## src/rtl/sssm_pkg.sv

```systemverilog
// Shared types, constants and arithmetic helpers of the selective SSM step unit.
`default_nettype none

package sssm_pkg;

	// input action codes
	localparam logic [2:0] ACT_LOAD_A    = 3'd0;
	localparam logic [2:0] ACT_LOAD_SKIP = 3'd1;
	localparam logic [2:0] ACT_LOAD_B    = 3'd2;
	localparam logic [2:0] ACT_LOAD_C    = 3'd3;
	localparam logic [2:0] ACT_PROCESS   = 3'd4;
	localparam logic [2:0] ACT_CLEAR     = 3'd5;

	typedef enum logic [2:0] {
		OP_LOAD_A,
		OP_LOAD_SKIP,
		OP_LOAD_B,
		OP_LOAD_C,
		OP_PROC,
		OP_CLEAR
	} op_t;

	typedef struct packed {
		op_t                op;
		logic [3:0]         channel;
		logic [3:0]         state_index;
		logic signed [31:0] value;
		logic [30:0]        step_size;
	} queue_entry_t;

	typedef struct packed {
		logic               sat;
		logic signed [31:0] val;
	} clip_t;

	typedef enum logic [4:0] {
		BK_CLEAR,
		BK_IDLE,
		BK_SKIP_MUL,
		BK_SKIP_ACC,
		BK_RD,
		BK_MUL_Z,
		BK_EXP_CHK,
		BK_MUL_L,
		BK_FRAC,
		BK_MUL_I,
		BK_EXP_SH,
		BK_GAIN,
		BK_DIV,
		BK_MUL_B,
		BK_BB,
		BK_MUL_H,
		BK_MUL_X,
		BK_HNEW,
		BK_MUL_C,
		BK_ACC,
		BK_OUT
	} back_state_t;

	localparam int QUEUE_DEPTH = 2;

	localparam logic signed [31:0] Q_ONE   = 32'sd65536;
	localparam logic signed [31:0] LOG2E_Q = 32'sd94548;
	localparam logic signed [31:0] E_MAX   = 32'sh7FFFFFFF;
	localparam logic signed [47:0] EXP_HI  = 48'sd720896;
	localparam logic signed [47:0] EXP_LO  = -48'sd786432;
	localparam logic signed [63:0] S32_MAX = 64'sd2147483647;
	localparam logic signed [63:0] S32_MIN = -64'sd2147483648;

	// gain divider: 47-bit dividend magnitude, 32-bit divisor magnitude
	localparam int DIVD_W    = 47;
	localparam int DIVS_W    = 32;
	localparam int DIV_STEPS = DIVD_W;
	localparam int DIV_CNT_W = $clog2(DIV_STEPS);

	// Q16.16 product back to Q16.16, round half up (floor shift)
	function automatic logic signed [47:0] round_q(input logic signed [63:0] v);
		logic signed [63:0] t;
		t = v + 64'sd32768;
		return t[63:16];
	endfunction

	function automatic clip_t clip32(input logic signed [63:0] v);
		clip_t r;
		if (v > S32_MAX) begin
			r.sat = 1'b1;
			r.val = E_MAX;
		end else if (v < S32_MIN) begin
			r.sat = 1'b1;
			r.val = 32'sh80000000;
		end else begin
			r.sat = 1'b0;
			r.val = v[31:0];
		end
		return r;
	endfunction

	// 2^(i/16) in Q16.16
	function automatic logic [17:0] pow2_frac(input logic [4:0] i);
		logic [17:0] r;
		unique case (i)
			5'd0:    r = 18'd65536;
			5'd1:    r = 18'd68438;
			5'd2:    r = 18'd71468;
			5'd3:    r = 18'd74632;
			5'd4:    r = 18'd77936;
			5'd5:    r = 18'd81386;
			5'd6:    r = 18'd84990;
			5'd7:    r = 18'd88752;
			5'd8:    r = 18'd92682;
			5'd9:    r = 18'd96785;
			5'd10:   r = 18'd101070;
			5'd11:   r = 18'd105545;
			5'd12:   r = 18'd110218;
			5'd13:   r = 18'd115098;
			5'd14:   r = 18'd120194;
			5'd15:   r = 18'd125515;
			5'd16:   r = 18'd131072;
			default: r = 18'd0;
		endcase
		return r;
	endfunction

endpackage

`default_nettype wire

```

## src/rtl/sssm_queue.sv

```systemverilog
// Short in-order queue of classified words between front and back.
`default_nettype none

module sssm_queue import sssm_pkg::*; (
	input  wire logic         clk,
	input  wire logic         arst_n,
	input  wire logic         push,
	input  wire queue_entry_t push_entry,
	output logic              full,
	input  wire logic         pop,
	output queue_entry_t      head,
	output logic              empty
);

	localparam int PTR_W = (QUEUE_DEPTH > 1) ? $clog2(QUEUE_DEPTH) : 1;
	localparam int CNT_W = $clog2(QUEUE_DEPTH + 1);

	queue_entry_t entry_q [QUEUE_DEPTH];
	logic [PTR_W-1:0] wr_q, rd_q;
	logic [CNT_W-1:0] cnt_q;

	assign full  = (cnt_q == CNT_W'(QUEUE_DEPTH));
	assign empty = (cnt_q == '0);
	assign head  = entry_q[rd_q];

	// depth is a power of two, pointers wrap naturally
	always_ff @(posedge clk or negedge arst_n) begin
		if (!arst_n) begin
			wr_q  <= '0;
			rd_q  <= '0;
			cnt_q <= '0;
		end else begin
			if (push) wr_q <= wr_q + 1'b1;
			if (pop) rd_q <= rd_q + 1'b1;
			if (push && !pop) cnt_q <= cnt_q + 1'b1;
			else if (pop && !push) cnt_q <= cnt_q - 1'b1;
		end
	end

	always_ff @(posedge clk) begin
		if (push) entry_q[wr_q] <= push_entry;
	end

endmodule

`default_nettype wire

```

## config.mk

```make
export PLATFORM = sky130hd
export DESIGN_NAME = sssm_queue
export DESIGN_NICKNAME = d
export VERILOG_FILES = /design/src/rtl/sssm_pkg.sv /design/src/rtl/sssm_queue.sv
export SDC_FILE = /design/constraint.sdc
export NUM_CORES = 1
export LEC_CHECK = 0
export ABC_AREA = 0
export BUFFER_PORTS_ARGS = -buffer_cell sky130_fd_sc_hd__buf_2
export CAP_MARGIN = 20
export CORE_MARGIN = 2
export CORE_UTILIZATION = 30
export DETAILED_ROUTE_END_ITERATION = 8
export PLACE_DENSITY = 0.52
export REMOVE_ABC_BUFFERS = 1
export SLEW_MARGIN = 10
export SYNTH_ARGS = -nofsm -noshare
export SYNTH_HDL_FRONTEND = slang
export SYNTH_SLANG_ARGS = --single-unit
```

## constraint.sdc

```tcl
create_clock -name clk -period 4.4 [get_ports clk]
set_input_delay 1.32 -clock clk [delete_from_list [all_inputs] [get_ports clk]]
set_output_delay 1.32 -clock clk [all_outputs]
set_load 0.01 [all_outputs]
```

==> impl_metrics.tcl, run 1 <==
set metrics [dict create \
    status "finished clean" \
    r2r_setup_slack_ns 2.80 \
    synthCells 246 \
    rr_worst_depth 2 \
    start_kind "flip-flop" \
    vias 2792 \
    dp_cells 628 \
    power_density_nw_per_um2 641.2 \
    wl_um 10350 \
    r2r_start "wr_q" \
    arrival_ns 2.15 \
    area_growth_pct 27.56 \
    rsz0062_at_grt "false" \
    tightest_slew_ns 0.6481 \
    hold_path_end "cnt_q[1]" \
    path_buf_inv 2 \
    clkTransAtPathRegs_ns 0.05 \
    synth_area_um2 5729 \
    finalCritPeriodShare_pct 78.95 \
    skew_ns 0.003998 \
    wl_per_cell_um 15.71 \
    cpLargestDelayFamily "flip-flops" \
    ctsHoldBuffers 0 \
    die_w_um 142.2 \
    cp.depth 3 \
    min_path_cells 1 \
    first_iter_violations 136 \
    post-place-ws_ns 1.300 \
    yosysTopAreaCell "edfxtp_1" \
    crit_chain "buf_12, mux2_2, buf_2" \
    htree_levels 4 \
    coreArea_um2 18710 \
    finalHoldViolCount 0 \
    hold_class "flip-flop to flip-flop" \
    worst_r2r_endpoint "entry_q[1][21]" \
    fin_ws_ns 0.9262 \
    endpoint_kind "output port" \
    start_util_pct 30.63 \
    port_buffers 153 \
    drcViolationCount 0 \
    grt_use_total_pct 10.66 \
    dr.pass1.iters 4 \
    insertion_delay_ns 0.41 \
    layout.nets 493 \
    antenna-diode-count 0 \
    setup_violations 0 \
    grt_max_degree 75 \
    path_max_fanout 39 \
    fmax_mhz 287.9 \
    gr-total-overflow 0 \
    cts_setup_buffers 0 \
    hold_ws_ns 0.4945 \
    die_h_um 142.2 \
    pin_count 154 \
    cap_violations 0 \
    dp_hpwl_um 6690 \
    instances_no_fill 659 \
    drive_above_1_share_pct 60.94 \
    slew_viol_final 0 \
    synth_top_area_share_pct 77.57 \
    antenna_found_initial 0 \
    clockRootBuffer "clkbuf_16" \
    period_minus_slack_ns 3.474 \
    ys_types 13 \
    cp.required_ns 3.08 \
    synth.area.top_cells "edfxtp_1 (78%), mux2_4 (13%), mux2_2 (4.7%)" \
    cts_resized 0 \
    grt_pass1_vias 3001 \
    gp_congestion 0.6442 \
    syn_area_per_cell_um2 23.29 \
    yosys_warnings 0 \
    hp-start "cnt_q[1]" \
    grt_first_pass_wirelength_um 15920 \
    rows 50 \
    avgViaCountPerCell 4.237 \
    ys_seq_area_share_pct 79.32 \
    relSlewSlack_pct 56.80 \
    cts_tree "yes" \
    cp_slowest_cell "dfrtp_4" \
    yosys_register_bits 152 \
    path_class "flip-flop to output port" \
    die-area_um2 20220 \
    p_leak_nw 2.874 \
    cts_buffer_depth 2 \
    drtAntennaViolNets 0 \
    cts_buffers 17 \
    clock_sinks 152 \
    ir_drop_mv 0.2542 \
    slowest_delay_ns 0.85 \
]
layout by cell type, fill, tap and decap left out:
cell type / count
clkbuf_1: 1
clkinvlp_4: 3
xnor2_1: 1
nor2_1: 2
dfrtp_4: 1
bufinv_16: 1
ha_1: 1
nor2b_4: 1
buf_2: 153
clkbuf_16: 17
dfrtp_1: 3
mux2_2: 24
and2_4: 1
clkinv_2: 4
inv_1: 1
xor2_1: 4
edfxtp_1: 148
buf_12: 3
nor2b_1: 1
mux2_4: 50
clkinv_1: 4
buf_4: 1
through the flow:
stage	cell area, µm²	TNS [ns]	power, mW	utilization (%)
6_report	7308	0	4.686	39.07
5_1_grt	7308	0	4.956	39.07
3_3_place_gp	6771	0	3.459	36.20
2_1_floorplan	5652	-50.11	3.024	-
4_1_cts	7288	0	4.780	38.96
3_5_place_dp	6771	0	3.476	36.20
state kept, by name, indices dropped and copies added, names as in the netlist:
name,cells
entry_q,148
cnt_q,2
rd_q,1
wr_q,1
Yosys cell counts (all sizes together):
cell type / count
and2: 1
buf: 8
dfrtp: 4
edfxtp: 148
ha: 1
inv: 1
mux2: 74
nor2: 2
nor2b: 2
xnor2: 1
xor2: 4
worst max path at each step:
| stage | to | startpoint | slack (ns) |
|---|---|---|---|
| 3_3_place_gp | head[51] | rd_q | 1.30 |
| 3_5_place_dp | head[51] | rd_q | 1.30 |
| 4_1_cts | head[51] | rd_q | 0.85 |
| 2_1_floorplan | entry_q[0][0] | push | -0.68 |
| 5_1_grt | head[67] | rd_q | 0.78 |
| 6_report | head[50] | rd_q | 0.93 |
cell families (layout without fill, tap and decap cells):
group / count (synthesis) / after routing / share of synthesized area (%)
fa+ha+maj: 1 / 1 / 0.2184
xor+xnor: 5 / 5 / 0.7643
buf+inv: 9 / 188 / 1.419
mux: 74 / 74 / 17.82
flops: 152 / 152 / 79.32
simple gates: 5 / 5 / 0.4587
routing by layer:
metal | global-route usage, % | wire length (µm) | vias to the layer above
li1 | - | - | 1306
met1 | 12.80 | 4405 | 1363
met2 | 17.14 | 4964 | 109
met3 | 4.408 | 814 | 14
met4 | 4.158 | 166 | 0
met5 | 0 | 0 | -
report_power, final:
part | internal (mW) | switching (mW)
Clock | 0.757 | 0.521
Combinational | 0.705 | 0.625
Sequential | 1.92 | 0.154
Total | 3.39 | 1.30
layout make-up:
cell class                 count  area [µm²]
tap                          234       292.8
clock inverter                12       87.58
fill                        1731       11400
clock buffer                  18       429.2
multi-input combinational     85        1114
inverter                       1       3.754
sequential                   152        4548
timing repair buffer         157       833.3
No activity file was read; power rests on OpenSTA's default activity.
==> run 2, diff against run 1 <==
Clock period 4.4 ns to 3.1 ns, I/O delays scaled along.
==> run 2 against run 1 <==
  * Count of clock-buffer cells in the layout increased by 1
  * Core utilization increased by 0.58 points
  * Critical path depth unchanged
  * Clock skew increased by 0.0061 ns
  * Largest cell class unchanged
  * Highest routed layer unchanged
==> impl_metrics.tcl, run 2 (synthesis results as in run 1) <==
set metrics [dict create \
    swShare_pct 26.85 \
    die-area_um2 20220 \
    status "finished clean" \
    fin_util_pct 39.65 \
    cts_resized 0 \
    drcViolationCount 0 \
    fillers 1712 \
    clock_sinks 152 \
    finalCritPeriodShare_pct 89.82 \
    relSlewSlack_pct 61.63 \
    cts_setup_buffers 0 \
    layout_common_cells "buf_2 (153), edfxtp_1 (148), mux2_4 (50)" \
    pwr-share-seq_pct 40.3 \
    path_class "flip-flop to output port" \
    cap_violations 0 \
    ir_drop_mv 0.4843 \
    p_leak_nw 2.929 \
    path_max_fanout 75 \
    cts_buffers 17 \
    top_regs "entry_q: 148 flops, cnt_q: 2 flops" \
    p_comb_share_pct 28.4 \
    gp_congestion 0.6509 \
    finalHoldViolCount 0 \
    grt_first_pass_wirelength_um 16070 \
    wl_per_cell_um 16.03 \
    arrival_ns 1.85 \
    first_iter_violations 103 \
    area_growth_pct 29.44 \
    cts_buffer_depth 2 \
    pin_count 154 \
    drtAntennaViolNets 0 \
    wl_um 10560 \
    grt_max_degree 76 \
    vias 2817 \
    layout_commonest_cell "buf_2" \
    drive_above_1_share_pct 61.65 \
    avgViaCountPerCell 4.275 \
    cp.required_ns 2.17 \
    finalPower_mw 7.047 \
    dr.pass1.iters 4 \
    pwr-share-clk_pct 31.4 \
    antenna-diode-count 0 \
    htree_levels 4 \
    p_int_mw 5.155 \
    largest_reg_flops 148 \
    rsz0062_at_grt "false" \
    r2r_setup_slack_ns 1.77 \
    die_h_um 142.2 \
    port_buffers 153 \
    start_util_pct 30.63 \
    hold_class "primary input to async pin" \
    layout.nets 492 \
    coreArea_um2 18710 \
    tightest_slew_ns 0.5756 \
    start_kind "flip-flop" \
    antenna_found_initial 0 \
    top_register "entry_q" \
    clkTransAtPathRegs_ns 0.06 \
    gr-total-overflow 0 \
    clockRootBuffer "clkbuf_16" \
    die_w_um 142.2 \
    ctsHoldBuffers 0 \
    grt_use_total_pct 10.81 \
    insertion_delay_ns 0.41 \
    rows 50 \
    slew_viol_final 0 \
    p_switching_mw 1.892 \
    dp_hpwl_um 6413 \
    period_minus_slack_ns 2.785 \
    skew_ns 0.01012 \
    power_density_nw_per_um2 950.3 \
    setup_violations 0 \
    grt_pass1_vias 3087 \
    cts_tree "yes" \
    fmax_mhz 359.1 \
    endpoint_kind "output port" \
]
[run 2: cell count changes in the layout (fill, tap and decap cells not counted), sizes merged]
cell / delta
buf: -1
bufinv: +4
clkbuf: +1
clkinv: -3
clkinvlp: -2
inv: +1
[run 2: path summary, 6_finish.rpt]
| kind | cells after the start | endpoint | start |
|---|---|---|---|
| min in group clk | 1 | cnt_q[1] | cnt_q[1] |
| worst max register to register | 2 | entry_q[1][17] | wr_q |
| worst min register to register | 1 | cnt_q[1] | cnt_q[1] |
| worst min-delay path | 1 | rd_q | arst_n |
| max in group asynchronous | 1 | rd_q | arst_n |
| worst max-delay path | 3 | head[52] | rd_q |
[run 2: metrics by stage]
stage | hold slack (ns) | setup TNS [ns] | cells | worst slack (ns) | instance area, µm²
after floorplan | 0.4555 | -170.34 | 238 | -1.587 | 5652
final | 0.3154 | 0 | 659 | 0.3155 | 7416
after CTS | 0.2892 | 0 | 659 | 0.2774 | 7416
after global placement | 0.4709 | 0 | 628 | 0.7554 | 6784
after detailed placement | 0.4815 | 0 | 628 | 0.7385 | 6784
after global routing | 0.2927 | 0 | 659 | 0.2312 | 7416
[run 2: per-layer routing]
metal	vias to the layer above	share of wire [%]	track usage [%]
li1	1309	-	-
met1	1398	41	11.55
met2	98	50	18.48
met3	12	7.5	4.744
met4	0	1.5	4.895
met5	-	0	0
[run 2: area by class of cell]
cell class                      instances  area [µm²]  area share [%]
Sequential cell                       152        4548           61.33
Multi-Input combinational cell         85        1114           15.02
Timing Repair Buffer                  156       825.8           11.14
Clock buffer                           19       432.9           5.838
Tap cell                              234       292.8           3.948
Clock inverter                         12       198.9           2.683
Inverter                                1       3.754         0.05062
[run 2: power by group through the flow]
stage | sequential (mW) | clock (mW) | combinational [mW]
floorplan | 3.06 | 0 | 1.23
global placement | 2.87 | 0 | 2.04
detailed placement | 2.89 | 0 | 2.06
CTS | 2.85 | 2.28 | 2.07
global route | 2.87 | 2.36 | 2.18
finish | 2.84 | 2.21 | 2.00
[run 2: worst max-delay path, cell delays in order, from the launching register on]
cell and delay [ns]:
dfrtp_4 0.41, buf_12 0.40, mux2_2 0.39, buf_2 0.14
